==> config.mk <==
export PLATFORM = sky130hd
export DESIGN_NAME = roll_pitch_autopilot_law_unit_flat
export DESIGN_NICKNAME = d
export VERILOG_FILES = /design/src/rtl/core/rpal_pkg.sv /design/src/rtl/core/rpal_in_if.sv /design/src/rtl/core/rpal_out_if.sv /design/src/rtl/core/rpal_ctrl.sv /design/src/rtl/core/rpal_datapath.sv /design/src/rtl/core/roll_pitch_autopilot_law_unit.sv /design/src/flat_wrapper.sv
export SDC_FILE = /design/constraint.sdc
export NUM_CORES = 2
export LEC_CHECK = 0
export ABC_AREA = 0
export BUFFER_PORTS_ARGS = -buffer_cell sky130_fd_sc_hd__clkbuf_2
export CAP_MARGIN = 20
export CORE_MARGIN = 4
export CORE_UTILIZATION = 68
export CTS_BUF_LIST = sky130_fd_sc_hd__clkbuf_4 sky130_fd_sc_hd__clkbuf_8 sky130_fd_sc_hd__clkbuf_16
export DETAILED_ROUTE_END_ITERATION = 12
export PLACE_DENSITY_LB_ADDON = 0.25
export REMOVE_ABC_BUFFERS = 1
export SETUP_SLACK_MARGIN = 0.5
export SYNTH_ARGS = -nofsm -noshare
export SYNTH_HDL_FRONTEND = slang
export SYNTH_SLANG_ARGS = --single-unit
export TNS_END_PERCENT = 1
==> constraint.sdc <==
create_clock -name clk -period 23.1 [get_ports clk]
set_input_delay 1.155 -clock clk [delete_from_list [all_inputs] [get_ports clk]]
set_output_delay 1.155 -clock clk [all_outputs]
set_load 0.02 [all_outputs]
==> src/rtl/core/rpal_pkg.sv <==
`timescale 1ns / 1ps
// shared types, constants and rounding helper for the roll/pitch autopilot law
package rpal_pkg;

    // fixed point: angles in 1/2^ANGLE_FRAC_BITS degree
    localparam int ANGLE_FRAC_BITS = 6;
    localparam int Q_BITS          = 16;
    localparam int ACC_W           = 40;
    localparam int OUT_W           = 12;

    // field widths
    localparam int MODE_W     = 4;
    localparam int BANK_W     = 15;
    localparam int RATE_W     = 16;
    localparam int HEADING_W  = 15;
    localparam int PITCH_W    = 14;
    localparam int LOAD_W     = 16;
    localparam int HEIGHT_W   = 20;
    localparam int CLIMB_W    = 16;
    localparam int STICK_W    = 16;
    localparam int MODE_OUT_W = 2;

    // register widths
    localparam int ALT_W       = 19;
    localparam int CLIMB_TGT_W = 10;
    localparam int CAPTURE_W   = 12;
    localparam int CFG_IDX_W   = 2;
    localparam int CFG_DATA_W  = 19;

    // stored targets
    localparam int TGT_W = 16;

    // shared multiplier: unsigned gain times signed operand
    localparam int KW     = 16;
    localparam int MUL_W  = 17;
    localparam int PROD_W = KW + 1 + MUL_W;

    // Q16 gains
    localparam logic [KW-1:0] K_ROLL_RATE = 16'd39322;
    localparam logic [KW-1:0] K_ROLL      = 16'd6554;
    localparam logic [KW-1:0] K_HDG_ERR   = 16'd58982;
    localparam logic [KW-1:0] K_STICK     = KW'(10 << (ANGLE_FRAC_BITS + 2));

    localparam int ROUND_HALF       = 1 << (Q_BITS - 1);
    localparam int AIL_LIM          = 30 << ANGLE_FRAC_BITS;
    localparam int ELV_LIM          = 20 << ANGLE_FRAC_BITS;
    localparam int LOAD_1G          = 2048;
    localparam int ALT_ERR_LO       = -30 * 8;
    localparam int ALT_ERR_HI       = 20 * 8;
    localparam int CLIMB_LIM        = 256;
    localparam int PITCH_OFFSET_Q16 = 172360;
    localparam int VS_REF_LIM       = 10 << (ANGLE_FRAC_BITS + Q_BITS);

    // mode enable bits
    localparam int EN_ROLL  = 0;
    localparam int EN_PITCH = 1;
    localparam int EN_ALT   = 2;
    localparam int EN_VS    = 3;

    // register reset values
    localparam logic [HEADING_W-1:0]          HEADING_RST = 15'd4480;
    localparam logic [ALT_W-1:0]              ALT_RST     = 19'd3200;
    localparam logic signed [CLIMB_TGT_W-1:0] CLIMB_RST   = 10'sd128;
    localparam logic [CAPTURE_W-1:0]          CAPTURE_RST = 12'd448;

    typedef enum logic [CFG_IDX_W-1:0] {
        CFG_HEADING  = 2'd0,
        CFG_ALTITUDE = 2'd1,
        CFG_CLIMB    = 2'd2,
        CFG_CAPTURE  = 2'd3
    } cfg_reg_t;

    typedef enum logic [MODE_OUT_W-1:0] {
        ROLL_MANUAL  = 2'd0,
        ROLL_HOLD    = 2'd1,
        ROLL_HEADING = 2'd2
    } roll_mode_t;

    typedef enum logic [2:0] {
        CS_IDLE,
        CS_DAMP,
        CS_ROLL,
        CS_HEAD,
        CS_DONE
    } ctrl_state_t;

    typedef struct packed {
        logic take;
        logic damp;
        logic roll;
        logic head;
        logic commit;
    } rpal_cmd_t;

    typedef struct packed {
        logic in_valid;
        logic out_free;
    } rpal_stat_t;

    // Q16 value to angle units, round half up, saturate at +-lim
    function automatic logic signed [OUT_W-1:0] round_sat(
        input logic signed [ACC_W-1:0] v,
        input int                       lim
    );
        logic signed [ACC_W-1:0]        r;
        logic signed [ACC_W-Q_BITS-1:0] q;
        logic signed [ACC_W-Q_BITS-1:0] hi;
        logic signed [ACC_W-Q_BITS-1:0] lo;
        logic signed [ACC_W-Q_BITS-1:0] res;
        r  = v + ACC_W'(ROUND_HALF);
        q  = r[ACC_W-1:Q_BITS];
        hi = (ACC_W - Q_BITS)'(lim);
        lo = -hi;
        if (q > hi)
        begin
            res = hi;
        end
        else if (q < lo)
        begin
            res = lo;
        end
        else
        begin
            res = q;
        end
        return res[OUT_W-1:0];
    endfunction

endpackage

==> src/rtl/core/rpal_in_if.sv <==
`timescale 1ns / 1ps
// input channel: one control frame of sensor, stick and mode data
interface rpal_in_if;
    logic                                     valid;
    logic                                     ready;
    logic [rpal_pkg::MODE_W-1:0]              mode_enables;
    logic signed [rpal_pkg::BANK_W-1:0]       bank_angle;
    logic signed [rpal_pkg::RATE_W-1:0]       bank_rate;
    logic [rpal_pkg::HEADING_W-1:0]           heading_now;
    logic signed [rpal_pkg::PITCH_W-1:0]      pitch_angle;
    logic signed [rpal_pkg::RATE_W-1:0]       pitch_rate;
    logic signed [rpal_pkg::LOAD_W-1:0]       normal_load;
    logic signed [rpal_pkg::HEIGHT_W-1:0]     height_now;
    logic signed [rpal_pkg::CLIMB_W-1:0]      climb_rate_now;
    logic signed [rpal_pkg::STICK_W-1:0]      stick_roll;
    logic signed [rpal_pkg::STICK_W-1:0]      stick_pitch;

    modport source (
        output valid, mode_enables, bank_angle, bank_rate, heading_now, pitch_angle,
               pitch_rate, normal_load, height_now, climb_rate_now, stick_roll, stick_pitch,
        input  ready
    );

    modport sink (
        input  valid, mode_enables, bank_angle, bank_rate, heading_now, pitch_angle,
               pitch_rate, normal_load, height_now, climb_rate_now, stick_roll, stick_pitch,
        output ready
    );
endinterface

==> src/rtl/core/rpal_out_if.sv <==
`timescale 1ns / 1ps
// output channel: surface commands and active roll mode
interface rpal_out_if;
    logic                                   valid;
    logic                                   ready;
    logic signed [rpal_pkg::OUT_W-1:0]      aileron_plus;
    logic signed [rpal_pkg::OUT_W-1:0]      aileron_minus;
    logic signed [rpal_pkg::OUT_W-1:0]      elevator_cmd;
    logic [rpal_pkg::MODE_OUT_W-1:0]        roll_mode_now;

    modport source (
        output valid, aileron_plus, aileron_minus, elevator_cmd, roll_mode_now,
        input  ready
    );

    modport sink (
        input  valid, aileron_plus, aileron_minus, elevator_cmd, roll_mode_now,
        output ready
    );
endinterface

==> src/rtl/core/rpal_ctrl.sv <==
`timescale 1ns / 1ps
// sequencing state machine for the autopilot law datapath
module rpal_ctrl (
    input  logic                   clk,
    input  logic                   rst_n,
    input  rpal_pkg::rpal_stat_t   stat,
    output rpal_pkg::rpal_cmd_t    cmd
);

    rpal_pkg::ctrl_state_t state_reg;
    rpal_pkg::ctrl_state_t state_next;

    always_ff @(posedge clk or negedge rst_n)
    begin
        if (!rst_n)
        begin
            state_reg <= rpal_pkg::CS_IDLE;
        end
        else
        begin
            state_reg <= state_next;
        end
    end

    // next state
    always_comb
    begin
        state_next = state_reg;
        unique case (state_reg)
            rpal_pkg::CS_IDLE:
            begin
                if (stat.in_valid)
                begin
                    state_next = rpal_pkg::CS_DAMP;
                end
            end
            rpal_pkg::CS_DAMP: state_next = rpal_pkg::CS_ROLL;
            rpal_pkg::CS_ROLL: state_next = rpal_pkg::CS_HEAD;
            rpal_pkg::CS_HEAD: state_next = rpal_pkg::CS_DONE;
            rpal_pkg::CS_DONE:
            begin
                if (stat.out_free)
                begin
                    state_next = rpal_pkg::CS_IDLE;
                end
            end
            default: state_next = rpal_pkg::CS_IDLE;
        endcase
    end

    // commands
    always_comb
    begin
        cmd = '0;
        unique case (state_reg)
            rpal_pkg::CS_IDLE: cmd.take   = 1'b1;
            rpal_pkg::CS_DAMP: cmd.damp   = 1'b1;
            rpal_pkg::CS_ROLL: cmd.roll   = 1'b1;
            rpal_pkg::CS_HEAD: cmd.head   = 1'b1;
            rpal_pkg::CS_DONE: cmd.commit = stat.out_free;
            default:           cmd        = '0;
        endcase
    end

endmodule

==> src/rtl/core/rpal_datapath.sv <==
`timescale 1ns / 1ps
// datapath: config registers, law state, shared multiplier, pitch terms, output register
module rpal_datapath (
    input  logic                                 clk,
    input  logic                                 rst_n,
    input  rpal_pkg::rpal_cmd_t                  cmd,
    output rpal_pkg::rpal_stat_t                 stat,
    input  logic                                 cfg_write,
    input  logic [rpal_pkg::CFG_IDX_W-1:0]       cfg_index,
    input  logic [rpal_pkg::CFG_DATA_W-1:0]      cfg_data,
    rpal_in_if.sink                              frame,
    rpal_out_if.source                           surfaces
);

    localparam int F = rpal_pkg::ANGLE_FRAC_BITS;
    localparam int A = rpal_pkg::ACC_W;

    // configuration
    logic [rpal_pkg::HEADING_W-1:0]          heading_target_reg;
    logic [rpal_pkg::ALT_W-1:0]              altitude_target_reg;
    logic signed [rpal_pkg::CLIMB_TGT_W-1:0] climb_rate_target_reg;
    logic [rpal_pkg::CAPTURE_W-1:0]          capture_band_reg;

    // captured transaction
    logic [rpal_pkg::MODE_W-1:0]             mode_en_reg;
    logic signed [rpal_pkg::BANK_W-1:0]      bank_angle_reg;
    logic signed [rpal_pkg::RATE_W-1:0]      bank_rate_reg;
    logic [rpal_pkg::HEADING_W-1:0]          heading_now_reg;
    logic signed [rpal_pkg::PITCH_W-1:0]     pitch_angle_reg;
    logic signed [rpal_pkg::RATE_W-1:0]      pitch_rate_reg;
    logic signed [rpal_pkg::LOAD_W-1:0]      normal_load_reg;
    logic signed [rpal_pkg::HEIGHT_W-1:0]    height_now_reg;
    logic signed [rpal_pkg::CLIMB_W-1:0]     climb_rate_now_reg;
    logic signed [rpal_pkg::STICK_W-1:0]     stick_roll_reg;
    logic signed [rpal_pkg::STICK_W-1:0]     stick_pitch_reg;

    // law state
    rpal_pkg::roll_mode_t                    roll_mode_reg;
    logic                                    engaged_reg;
    logic signed [rpal_pkg::TGT_W-1:0]       bank_target_reg;
    logic signed [rpal_pkg::TGT_W-1:0]       pitch_target_reg;
    logic signed [rpal_pkg::TGT_W-1:0]       previous_bank_reg;

    // work registers
    logic signed [rpal_pkg::PROD_W-1:0]      prod_reg;
    logic signed [rpal_pkg::PROD_W-1:0]      damp_reg;
    logic signed [A-1:0]                     term_reg;
    logic signed [A-1:0]                     el_sum_reg;
    logic signed [rpal_pkg::OUT_W-1:0]       ap_reg;
    logic signed [rpal_pkg::OUT_W-1:0]       am_reg;
    logic signed [rpal_pkg::OUT_W-1:0]       el_reg;

    // output stage
    logic                                    out_valid_reg;
    logic signed [rpal_pkg::OUT_W-1:0]       aileron_plus_reg;
    logic signed [rpal_pkg::OUT_W-1:0]       aileron_minus_reg;
    logic signed [rpal_pkg::OUT_W-1:0]       elevator_cmd_reg;
    rpal_pkg::roll_mode_t                    roll_mode_out_reg;

    // combinational
    logic                                    load;
    rpal_pkg::roll_mode_t                    mode_new;
    logic signed [rpal_pkg::TGT_W:0]         prev_w;
    logic signed [rpal_pkg::TGT_W:0]         prev_mag;
    logic [rpal_pkg::KW-1:0]                 mul_k;
    logic signed [rpal_pkg::MUL_W-1:0]       mul_op;
    logic signed [rpal_pkg::PROD_W-1:0]      prod;
    logic signed [A-1:0]                     pitch_q;
    logic signed [A-1:0]                     sp_w;
    logic signed [A-1:0]                     ld_w;
    logic signed [A-1:0]                     t_man;
    logic signed [A-1:0]                     hd_w;
    logic signed [A-1:0]                     t_hold;
    logic signed [A-1:0]                     ad_w;
    logic signed [A-1:0]                     adc_w;
    logic signed [A-1:0]                     t_alt;
    logic signed [A-1:0]                     vref_w;
    logic signed [A-1:0]                     vd_w;
    logic signed [A-1:0]                     pref_vs;
    logic signed [A-1:0]                     t_vs;
    logic signed [A-1:0]                     term_sel;
    logic signed [rpal_pkg::OUT_W-1:0]       head_sat;

    assign load        = cmd.take & frame.valid;
    assign frame.ready = cmd.take;

    assign stat.in_valid = frame.valid;
    assign stat.out_free = !out_valid_reg || surfaces.ready;

    assign surfaces.valid         = out_valid_reg;
    assign surfaces.aileron_plus  = aileron_plus_reg;
    assign surfaces.aileron_minus = aileron_minus_reg;
    assign surfaces.elevator_cmd  = elevator_cmd_reg;
    assign surfaces.roll_mode_now = roll_mode_out_reg;

    // configuration writes
    always_ff @(posedge clk or negedge rst_n)
    begin
        if (!rst_n)
        begin
            heading_target_reg    <= rpal_pkg::HEADING_RST;
            altitude_target_reg   <= rpal_pkg::ALT_RST;
            climb_rate_target_reg <= rpal_pkg::CLIMB_RST;
            capture_band_reg      <= rpal_pkg::CAPTURE_RST;
        end
        else if (cfg_write)
        begin
            unique case (cfg_index)
                rpal_pkg::CFG_HEADING:
                    heading_target_reg <= cfg_data[rpal_pkg::HEADING_W-1:0];
                rpal_pkg::CFG_ALTITUDE:
                    altitude_target_reg <= cfg_data[rpal_pkg::ALT_W-1:0];
                rpal_pkg::CFG_CLIMB:
                    climb_rate_target_reg <= cfg_data[rpal_pkg::CLIMB_TGT_W-1:0];
                rpal_pkg::CFG_CAPTURE:
                    capture_band_reg <= cfg_data[rpal_pkg::CAPTURE_W-1:0];
                default:
                    capture_band_reg <= capture_band_reg;
            endcase
        end
    end

    // capture
    always_ff @(posedge clk)
    begin
        if (load)
        begin
            mode_en_reg        <= frame.mode_enables;
            bank_angle_reg     <= frame.bank_angle;
            bank_rate_reg      <= frame.bank_rate;
            heading_now_reg    <= frame.heading_now;
            pitch_angle_reg    <= frame.pitch_angle;
            pitch_rate_reg     <= frame.pitch_rate;
            normal_load_reg    <= frame.normal_load;
            height_now_reg     <= frame.height_now;
            climb_rate_now_reg <= frame.climb_rate_now;
            stick_roll_reg     <= frame.stick_roll;
            stick_pitch_reg    <= frame.stick_pitch;
        end
    end

    // roll mode for this frame
    always_comb
    begin
        prev_w   = (rpal_pkg::TGT_W + 1)'(previous_bank_reg);
        prev_mag = (prev_w < 0) ? -prev_w : prev_w;
        if (mode_en_reg[rpal_pkg::EN_ROLL])
        begin
            if (!engaged_reg)
            begin
                mode_new = (prev_mag < $signed((rpal_pkg::TGT_W + 1)'(capture_band_reg)))
                           ? rpal_pkg::ROLL_HEADING : rpal_pkg::ROLL_HOLD;
            end
            else
            begin
                mode_new = roll_mode_reg;
            end
        end
        else
        begin
            mode_new = rpal_pkg::ROLL_MANUAL;
        end
    end

    // shared multiplier operand select
    always_comb
    begin
        mul_k  = rpal_pkg::K_ROLL_RATE;
        mul_op = rpal_pkg::MUL_W'(bank_rate_reg);
        if (cmd.roll)
        begin
            if (mode_new == rpal_pkg::ROLL_MANUAL)
            begin
                mul_k  = rpal_pkg::K_STICK;
                mul_op = rpal_pkg::MUL_W'(stick_roll_reg);
            end
            else
            begin
                mul_k  = rpal_pkg::K_ROLL;
                mul_op = rpal_pkg::MUL_W'(bank_target_reg) - rpal_pkg::MUL_W'(bank_angle_reg);
            end
        end
        else if (cmd.head)
        begin
            mul_k  = rpal_pkg::K_HDG_ERR;
            mul_op = rpal_pkg::MUL_W'(heading_target_reg) - rpal_pkg::MUL_W'(heading_now_reg);
        end
    end

    assign prod = $signed({1'b0, mul_k}) * mul_op;

    // pitch law terms in Q16 angle units, by shift and add
    always_comb
    begin
        pitch_q = A'(pitch_angle_reg) <<< (rpal_pkg::Q_BITS + 2);

        // manual: -10 deg * stick + 3 deg/g * (load - 1g)
        sp_w  = A'(stick_pitch_reg);
        ld_w  = A'(normal_load_reg) - A'(rpal_pkg::LOAD_1G);
        t_man = ((ld_w <<< (F + 6)) + (ld_w <<< (F + 5)))
              - ((sp_w <<< (F + 5)) + (sp_w <<< (F + 3)));

        // pitch hold: -10 * (target - pitch)
        hd_w   = A'(pitch_target_reg) - A'(pitch_angle_reg);
        t_hold = -((hd_w <<< (rpal_pkg::Q_BITS + 3)) + (hd_w <<< (rpal_pkg::Q_BITS + 1)));

        // altitude hold: clamp in height units, then scale to the reference
        ad_w = $signed(A'(altitude_target_reg)) - A'(height_now_reg);
        if (ad_w > A'(rpal_pkg::ALT_ERR_HI))
        begin
            adc_w = A'(rpal_pkg::ALT_ERR_HI);
        end
        else if (ad_w < A'(rpal_pkg::ALT_ERR_LO))
        begin
            adc_w = A'(rpal_pkg::ALT_ERR_LO);
        end
        else
        begin
            adc_w = ad_w;
        end
        t_alt = pitch_q - (adc_w <<< (F + 15));

        // vertical speed hold: 40 deg per m/s plus pitch offset, clamped
        vref_w = A'(climb_rate_target_reg);
        if (vref_w > A'(rpal_pkg::CLIMB_LIM))
        begin
            vref_w = A'(rpal_pkg::CLIMB_LIM);
        end
        else if (vref_w < -A'(rpal_pkg::CLIMB_LIM))
        begin
            vref_w = -A'(rpal_pkg::CLIMB_LIM);
        end
        vd_w    = vref_w - A'(climb_rate_now_reg);
        pref_vs = (vd_w <<< (F + 15)) + (vd_w <<< (F + 13))
                + (A'(rpal_pkg::PITCH_OFFSET_Q16) <<< F);
        if (pref_vs > A'(rpal_pkg::VS_REF_LIM))
        begin
            pref_vs = A'(rpal_pkg::VS_REF_LIM);
        end
        else if (pref_vs < -A'(rpal_pkg::VS_REF_LIM))
        begin
            pref_vs = -A'(rpal_pkg::VS_REF_LIM);
        end
        t_vs = pitch_q - (pref_vs <<< 2);

        // later modes win
        priority if (mode_en_reg[rpal_pkg::EN_VS])
        begin
            term_sel = t_vs;
        end
        else if (mode_en_reg[rpal_pkg::EN_ALT])
        begin
            term_sel = t_alt;
        end
        else if (mode_en_reg[rpal_pkg::EN_PITCH])
        begin
            term_sel = t_hold;
        end
        else
        begin
            term_sel = t_man;
        end
    end

    assign head_sat = rpal_pkg::round_sat(A'(prod_reg), rpal_pkg::AIL_LIM);

    // work pipeline
    always_ff @(posedge clk)
    begin
        if (cmd.damp || cmd.roll || cmd.head)
        begin
            prod_reg <= prod;
        end
        if (cmd.damp)
        begin
            term_reg <= term_sel;
        end
        if (cmd.roll)
        begin
            damp_reg   <= prod_reg;
            el_sum_reg <= term_reg + (A'(pitch_rate_reg) <<< (rpal_pkg::Q_BITS - 1));
        end
        if (cmd.head)
        begin
            ap_reg <= rpal_pkg::round_sat(A'(prod_reg) + A'(damp_reg), rpal_pkg::AIL_LIM);
            am_reg <= rpal_pkg::round_sat(A'(damp_reg) - A'(prod_reg), rpal_pkg::AIL_LIM);
            el_reg <= rpal_pkg::round_sat(el_sum_reg, rpal_pkg::ELV_LIM);
        end
    end

    // law state update at commit
    always_ff @(posedge clk or negedge rst_n)
    begin
        if (!rst_n)
        begin
            roll_mode_reg     <= rpal_pkg::ROLL_MANUAL;
            engaged_reg       <= 1'b0;
            bank_target_reg   <= '0;
            pitch_target_reg  <= '0;
            previous_bank_reg <= '0;
        end
        else if (cmd.commit)
        begin
            roll_mode_reg     <= mode_new;
            engaged_reg       <= mode_en_reg[rpal_pkg::EN_ROLL];
            previous_bank_reg <= rpal_pkg::TGT_W'(bank_angle_reg);
            unique case (mode_new)
                rpal_pkg::ROLL_MANUAL:  bank_target_reg <= rpal_pkg::TGT_W'(bank_angle_reg);
                rpal_pkg::ROLL_HEADING: bank_target_reg <= rpal_pkg::TGT_W'(head_sat);
                rpal_pkg::ROLL_HOLD:    bank_target_reg <= bank_target_reg;
                default:                bank_target_reg <= bank_target_reg;
            endcase
            if (!mode_en_reg[rpal_pkg::EN_PITCH])
            begin
                pitch_target_reg <= rpal_pkg::TGT_W'(pitch_angle_reg);
            end
        end
    end

    // output register
    always_ff @(posedge clk or negedge rst_n)
    begin
        if (!rst_n)
        begin
            out_valid_reg <= 1'b0;
        end
        else if (cmd.commit)
        begin
            out_valid_reg <= 1'b1;
        end
        else if (surfaces.ready)
        begin
            out_valid_reg <= 1'b0;
        end
    end

    always_ff @(posedge clk)
    begin
        if (cmd.commit)
        begin
            aileron_plus_reg  <= ap_reg;
            aileron_minus_reg <= am_reg;
            elevator_cmd_reg  <= el_reg;
            roll_mode_out_reg <= mode_new;
        end
    end

endmodule

==> src/rtl/core/roll_pitch_autopilot_law_unit.sv <==
`timescale 1ns / 1ps
// top level of the roll and pitch autopilot control law
//
// usage
//   frame: one control frame per transaction (attitude, rates, load factor,
//     height, vertical speed, sticks, mode enables); taken when valid and ready
//   surfaces: one result per frame (two aileron commands, elevator command,
//     active roll mode); taken when valid and ready
//   cfg_write / cfg_index / cfg_data: register writes (heading, altitude,
//     climb rate targets and the heading capture band), only while idle
// timing
//   a frame is taken in the idle cycle, then the work steps in order: rate damping
//   product, roll term product, heading product, commit; the result is
//   valid in the cycle after commit
//   a new frame is taken only after the previous frame has committed; the damping,
//   roll and heading steps share the single 17x17 gain multiplier
// reset
//   roll mode manual, bank and pitch targets and latches zero, registers at defaults
// stall
//   a finished result waits in the output register; the next frame is taken
//   and worked meanwhile, and its commit holds until the register is free
module roll_pitch_autopilot_law_unit (
    input  logic                                 clk,
    input  logic                                 rst_n,
    input  logic                                 cfg_write,
    input  logic [rpal_pkg::CFG_IDX_W-1:0]       cfg_index,
    input  logic [rpal_pkg::CFG_DATA_W-1:0]      cfg_data,
    rpal_in_if.sink                              frame,
    rpal_out_if.source                           surfaces
);

    // controller to datapath commands and datapath status
    rpal_pkg::rpal_cmd_t  cmd_w;
    rpal_pkg::rpal_stat_t stat_w;

    // sequencer: idle, damp, roll, head, done
    rpal_ctrl u_ctrl (
        .clk   (clk),
        .rst_n (rst_n),
        .stat  (stat_w),
        .cmd   (cmd_w)
    );

    // arithmetic, law state and output register
    rpal_datapath u_datapath (
        .clk       (clk),
        .rst_n     (rst_n),
        .cmd       (cmd_w),
        .stat      (stat_w),
        .cfg_write (cfg_write),
        .cfg_index (cfg_index),
        .cfg_data  (cfg_data),
        .frame     (frame),
        .surfaces  (surfaces)
    );

    // one frame in flight: no transaction right after an accepted one
    a_single_frame: assert property (@(posedge clk) disable iff (!rst_n)
        (frame.valid && frame.ready) |=> !frame.ready)
        else $error("frame taken while previous frame still in work");

    // a commit never overwrites an untaken result
    a_commit_free: assert property (@(posedge clk) disable iff (!rst_n)
        (surfaces.valid && !surfaces.ready) |-> !cmd_w.commit)
        else $error("result overwritten while stalled");

    // elevator command stays within its saturation limit
    a_elevator_sat: assert property (@(posedge clk) disable iff (!rst_n)
        surfaces.valid |-> (surfaces.elevator_cmd <= rpal_pkg::OUT_W'(rpal_pkg::ELV_LIM)
                         && surfaces.elevator_cmd >= -rpal_pkg::OUT_W'(rpal_pkg::ELV_LIM)))
        else $error("elevator command out of range");

    // aileron commands stay within their saturation limit
    a_aileron_sat: assert property (@(posedge clk) disable iff (!rst_n)
        surfaces.valid |-> (surfaces.aileron_plus <= rpal_pkg::OUT_W'(rpal_pkg::AIL_LIM)
                         && surfaces.aileron_plus >= -rpal_pkg::OUT_W'(rpal_pkg::AIL_LIM)
                         && surfaces.aileron_minus <= rpal_pkg::OUT_W'(rpal_pkg::AIL_LIM)
                         && surfaces.aileron_minus >= -rpal_pkg::OUT_W'(rpal_pkg::AIL_LIM)))
        else $error("aileron command out of range");

endmodule

==> src/flat_wrapper.sv <==
// flat-port wrapper written by rule: the top's interface ports become plain ports
module roll_pitch_autopilot_law_unit_flat 
  (clk, rst_n, cfg_write, cfg_index, cfg_data, frame_valid, frame_mode_enables, frame_bank_angle, frame_bank_rate, frame_heading_now, frame_pitch_angle, frame_pitch_rate, frame_normal_load, frame_height_now, frame_climb_rate_now, frame_stick_roll, frame_stick_pitch, frame_ready, surfaces_valid, surfaces_aileron_plus, surfaces_aileron_minus, surfaces_elevator_cmd, surfaces_roll_mode_now, surfaces_ready);
  rpal_in_if frame_i ();
  rpal_out_if surfaces_i ();
  input  logic clk;
  input  logic rst_n;
  input  logic cfg_write;
  input  logic [rpal_pkg::CFG_IDX_W-1:0] cfg_index;
  input  logic [rpal_pkg::CFG_DATA_W-1:0] cfg_data;
  input wire logic [$bits(frame_i.valid)-1:0] frame_valid;
  input wire logic [$bits(frame_i.mode_enables)-1:0] frame_mode_enables;
  input wire logic [$bits(frame_i.bank_angle)-1:0] frame_bank_angle;
  input wire logic [$bits(frame_i.bank_rate)-1:0] frame_bank_rate;
  input wire logic [$bits(frame_i.heading_now)-1:0] frame_heading_now;
  input wire logic [$bits(frame_i.pitch_angle)-1:0] frame_pitch_angle;
  input wire logic [$bits(frame_i.pitch_rate)-1:0] frame_pitch_rate;
  input wire logic [$bits(frame_i.normal_load)-1:0] frame_normal_load;
  input wire logic [$bits(frame_i.height_now)-1:0] frame_height_now;
  input wire logic [$bits(frame_i.climb_rate_now)-1:0] frame_climb_rate_now;
  input wire logic [$bits(frame_i.stick_roll)-1:0] frame_stick_roll;
  input wire logic [$bits(frame_i.stick_pitch)-1:0] frame_stick_pitch;
  output wire logic [$bits(frame_i.ready)-1:0] frame_ready;
  output wire logic [$bits(surfaces_i.valid)-1:0] surfaces_valid;
  output wire logic [$bits(surfaces_i.aileron_plus)-1:0] surfaces_aileron_plus;
  output wire logic [$bits(surfaces_i.aileron_minus)-1:0] surfaces_aileron_minus;
  output wire logic [$bits(surfaces_i.elevator_cmd)-1:0] surfaces_elevator_cmd;
  output wire logic [$bits(surfaces_i.roll_mode_now)-1:0] surfaces_roll_mode_now;
  input wire logic [$bits(surfaces_i.ready)-1:0] surfaces_ready;
  assign frame_i.valid = frame_valid;
  assign frame_i.mode_enables = frame_mode_enables;
  assign frame_i.bank_angle = frame_bank_angle;
  assign frame_i.bank_rate = frame_bank_rate;
  assign frame_i.heading_now = frame_heading_now;
  assign frame_i.pitch_angle = frame_pitch_angle;
  assign frame_i.pitch_rate = frame_pitch_rate;
  assign frame_i.normal_load = frame_normal_load;
  assign frame_i.height_now = frame_height_now;
  assign frame_i.climb_rate_now = frame_climb_rate_now;
  assign frame_i.stick_roll = frame_stick_roll;
  assign frame_i.stick_pitch = frame_stick_pitch;
  assign frame_ready = frame_i.ready;
  assign surfaces_valid = surfaces_i.valid;
  assign surfaces_aileron_plus = surfaces_i.aileron_plus;
  assign surfaces_aileron_minus = surfaces_i.aileron_minus;
  assign surfaces_elevator_cmd = surfaces_i.elevator_cmd;
  assign surfaces_roll_mode_now = surfaces_i.roll_mode_now;
  assign surfaces_i.ready = surfaces_ready;
  roll_pitch_autopilot_law_unit u_core (.clk(clk), .rst_n(rst_n), .cfg_write(cfg_write), .cfg_index(cfg_index), .cfg_data(cfg_data), .frame(frame_i), .surfaces(surfaces_i));
endmodule
==> results <==
- The relative slew slack is 0.290.
- Setup repair after global routing left no endpoint under its margin.
- The Yosys step of the flow raised 0 warnings.
- The I/O pin total is between 200 and 250.
- Once layout is done, the placed cells without fillers occupy between 40000 and 50000 um^2.
- In this run the standard cell core region covers roughly 58000 um^2.
- The via density per instance is around 6.0.
- The transition at the pin with the smallest max-transition slack is roughly 1.1 ns.
- The category of the worst setup path capture point is a flop.
- The mean instance size in the synthesized netlist is around 10 um^2.
- The path class of the lowest-slack min-delay path is reg2reg.
- Detailed routing inserted a total of 30500 vias.
- The pre-antenna-repair detailed-routing pass consisted of 6 iterations.
- Wires add up to approximately 100000 um.
- For this design, the CTS-stage hold fixing added 0 buffers.
- The largest single stage delay on the critical path is between 0.5 and 0.6 ns.
- TritonCTS built the clock tree.
- The number of register bits inferred by synthesis is approximately 460.
- Counting the fill cells in the layout gives roughly 4000.
- The fraction of registers with async set or reset after synthesis is 0.232.
- The effective utilization at floorplan is 0.690.
- The most critical setup path has its startpoint at u_core.u_datapath.climb_rate_target_reg[9].
- The final hold violation count came to 0.
- The number of inserted diodes is 0.
- The most used standard cell by instance count after synthesis is sky130_fd_sc_hd__inv_1.
- The dominant cell type by count on the critical path is sky130_fd_sc_hd__o21ai_0.
- The die covers ~63000 um^2.
- The number of gates resized after CTS is 0.
- Global routing finished with a remaining overflow of 0.
- STA classifies the critical path startpoint as a flop.
- The largest fanout on the critical path is 12.
- The final-report setup violation count is 0.
- In this run the core area contains 88 standard-cell rows.
- By area the synthesized netlist is led by sky130_fd_sc_hd__edfxtp_1, sky130_fd_sc_hd__ha_1, sky130_fd_sc_hd__fa_1, sky130_fd_sc_hd__dfrtp_1, sky130_fd_sc_hd__inv_1.
- The number of nets at the end of the flow is about 5200.
- The initial antenna violation count is 3.
- The number of design rule violations left after detail routing is 0.
- The number of standard cells in the final layout excluding fillers is 5049.
- The number of nets with antenna violations after routing is 0.
- By startpoint and endpoint, the worst setup path is classified as reg2reg.
- The cell at the root of the clock tree is sky130_fd_sc_hd__clkbuf_16.
- The number of CTS-inserted buffers is 49.
- The clock period could shrink to approximately 9.9 ns.
- The clock input transition at the sequential cells of the worst setup and hold paths is ~0.070 ns.
- The routed wirelength normalized by instance count is 19.3 um.
- The worst hold path startpoint is u_core.u_datapath.el_reg[5].
- The port buffer count is between 200 and 250.
- The register area is 13300 um^2.
- The maximum number of buffers from clock root to sink is 3.
- In this run the critical register-to-register path is launched from u_core.u_datapath.climb_rate_target_reg[9].
- The number of buffers added for setup after CTS is 0.
- In the final timing run, aggregate negative setup slack is 0 ns.
- Across every metal layer, demand over resource in global routing totals 0.306.
- In this run the cell area of the synthesized design comes to between 40000 and 50000 um^2.
- The worst-case clock skew is between 0.02 and 0.025 ns.
- The number of library cell types mapped by synthesis is 99.
- Sorting the synthesized cells by how often they occur yields sky130_fd_sc_hd__inv_1, sky130_fd_sc_hd__ha_1, sky130_fd_sc_hd__edfxtp_1.
- The number of placed instances, taps included, is between 4000 and 5000.
- The die outline height is ~250 um.
- In the final layout, the multi-input gates occupy ~24000 um^2.
- Synthesis produced a netlist whose cell count is roughly 4000.
- The final weighted congestion of routability-driven global placement is 0.999.
- The flow ran to the end, and the final reports show no timing, DRC or antenna violations.
- Detailed placement ended at an HPWL of approximately 78000 um.
- The worst hold-check slack is about 0.42 ns.
- The endpoint required time on the critical path is between 20 and 25 ns.
- Of the post-synthesis cell area, the dominant cell type holds 0.265.
- The later pin in the worst-skew pair is clocked with a latency of between 0.6 and 0.7 ns.
- The detailed router finished its first iteration with 2353 violations.
- The via count of the first global-routing pass came to 29800.
- The area of placed instances is 42000 um^2.
- The number of clock sinks is about 460.
- The area added between synthesis and finish is 9.11%.
- The highest-delay cell along the critical path is sky130_fd_sc_hd__dfrtp_1.
- The floorplan step set the die width to 251 um.
- sky130_fd_sc_hd__edfxtp_1 takes more of the synthesized area than any other cell.
- The largest net degree at the start of global routing is 84.
- Dividing the final minimum period by the clock period gives 0.428.
- The share of the Yosys chip area taken by registers is 0.333.
- Data on the critical path arrives at its endpoint at slightly above 10 ns.
- The number of enable flip-flop cells after synthesis is between 300 and 400.
- The total of max-cap violations is 0.
- The first global-routing pass estimated between 150000 and 200000 um of wire.
- Timing would allow up to between 100 and 150 MHz.
- The fraction of layout instances using a drive strength above 1 is 0.114.
- The H-tree depth is 2.
- The leading register cell type out of synthesis is sky130_fd_sc_hd__edfxtp_1.
- The number of max-slew violations in the final report came to 0.
==> cell families (layout without fill, tap and decap cells) <==
family          Yosys count  after routing  share of synthesized area
compound gates          863            863                      0.141
mux                      80             80                     0.0223
fa+ha+maj               723            723                      0.267
buf+inv                 649            914                     0.0610
flops                   461            461                      0.333
simple gates            987            987                      0.120
xor+xnor                256            256                     0.0562
==> per-layer routing <==
| layer | wire length (um) | vias to the layer above | part of all wire | track usage |
|---|---|---|---|---|
| li1 | - | 14500 | - | - |
| met1 | 42600 | 14600 | 0.44 | 0.445 |
| met2 | 43200 | 1181 | 0.44 | 0.479 |
| met3 | 9110 | 151 | 0.094 | 0.0595 |
| met4 | 2260 | 0 | 0.023 | 0.0718 |
| met5 | 0 | - | 0 | 0 |
==> path summary, 6_finish.rpt <==
check | endpoint | slack [ns] | cells past startpoint
worst min register to register | u_core.u_datapath.surfaces.elevator_cmd[5] | 0.42 | 0
worst min-delay path | u_core.u_datapath.surfaces.elevator_cmd[5] | 0.42 | 0
max in group asynchronous | u_core.u_datapath.bank_target_reg[2] | 21.22 | 2
worst max-delay path | u_core.u_datapath.term_reg[36] | 13.21 | 41
worst max register to register | u_core.u_datapath.term_reg[36] | 13.21 | 41
min in group asynchronous | u_core.u_datapath.pitch_target_reg[4] | 0.59 | 1
==> critical path, delay by kind of cell, from the launching register on <==
kind            cells  cell delay [ns]
flops               1             0.54
compound gates     28             5.56
mux                 1             0.30
xor+xnor            3             0.91
fa+ha+maj           5             1.64
simple gates        4             0.63
==> through the flow <==
step / utilization / worst slack, ns
finish: 0.753 / 13.21
global route: 0.753 / 12.51
CTS: 0.753 / 13.07
detailed placement: 0.724 / 13.15
global placement: 0.724 / 13.51
floorplan: - / 12.92
==> cell usage in the layout, fill, tap and decap left out, types with 30 or more instances in the layout <==
cell type,n
sky130_fd_sc_hd__o21a_1,35
sky130_fd_sc_hd__edfxtp_1,354
sky130_fd_sc_hd__dfrtp_1,97
sky130_fd_sc_hd__nor2b_1,42
sky130_fd_sc_hd__nand2_1,246
sky130_fd_sc_hd__clkbuf_16,49
sky130_fd_sc_hd__o21ai_0,200
sky130_fd_sc_hd__mux2_2,69
sky130_fd_sc_hd__xor2_1,81
sky130_fd_sc_hd__inv_1,569
sky130_fd_sc_hd__ha_1,504
sky130_fd_sc_hd__clkbuf_2,228
sky130_fd_sc_hd__nor3_1,78
sky130_fd_sc_hd__a31oi_1,30
sky130_fd_sc_hd__fa_1,219
sky130_fd_sc_hd__xnor2_1,174
sky130_fd_sc_hd__a21oi_1,228
sky130_fd_sc_hd__nand2b_1,45
sky130_fd_sc_hd__a21o_1,103
sky130_fd_sc_hd__nor2_1,285
sky130_fd_sc_hd__nand3_1,84
==> area by class of cell <==
class / count / area share
multi-input cells: 2909 / 0.556
flip-flops and latches: 461 / 0.305
inverters: 572 / 0.0491
clock buffers: 59 / 0.0302
repair buffers: 251 / 0.0302
well taps: 765 / 0.0219
clock inverters: 32 / 0.00756
Power is left out: the tool's default activity adds up to more than one toggle a clock period on the data nets, which glitch-free logic cannot reach.
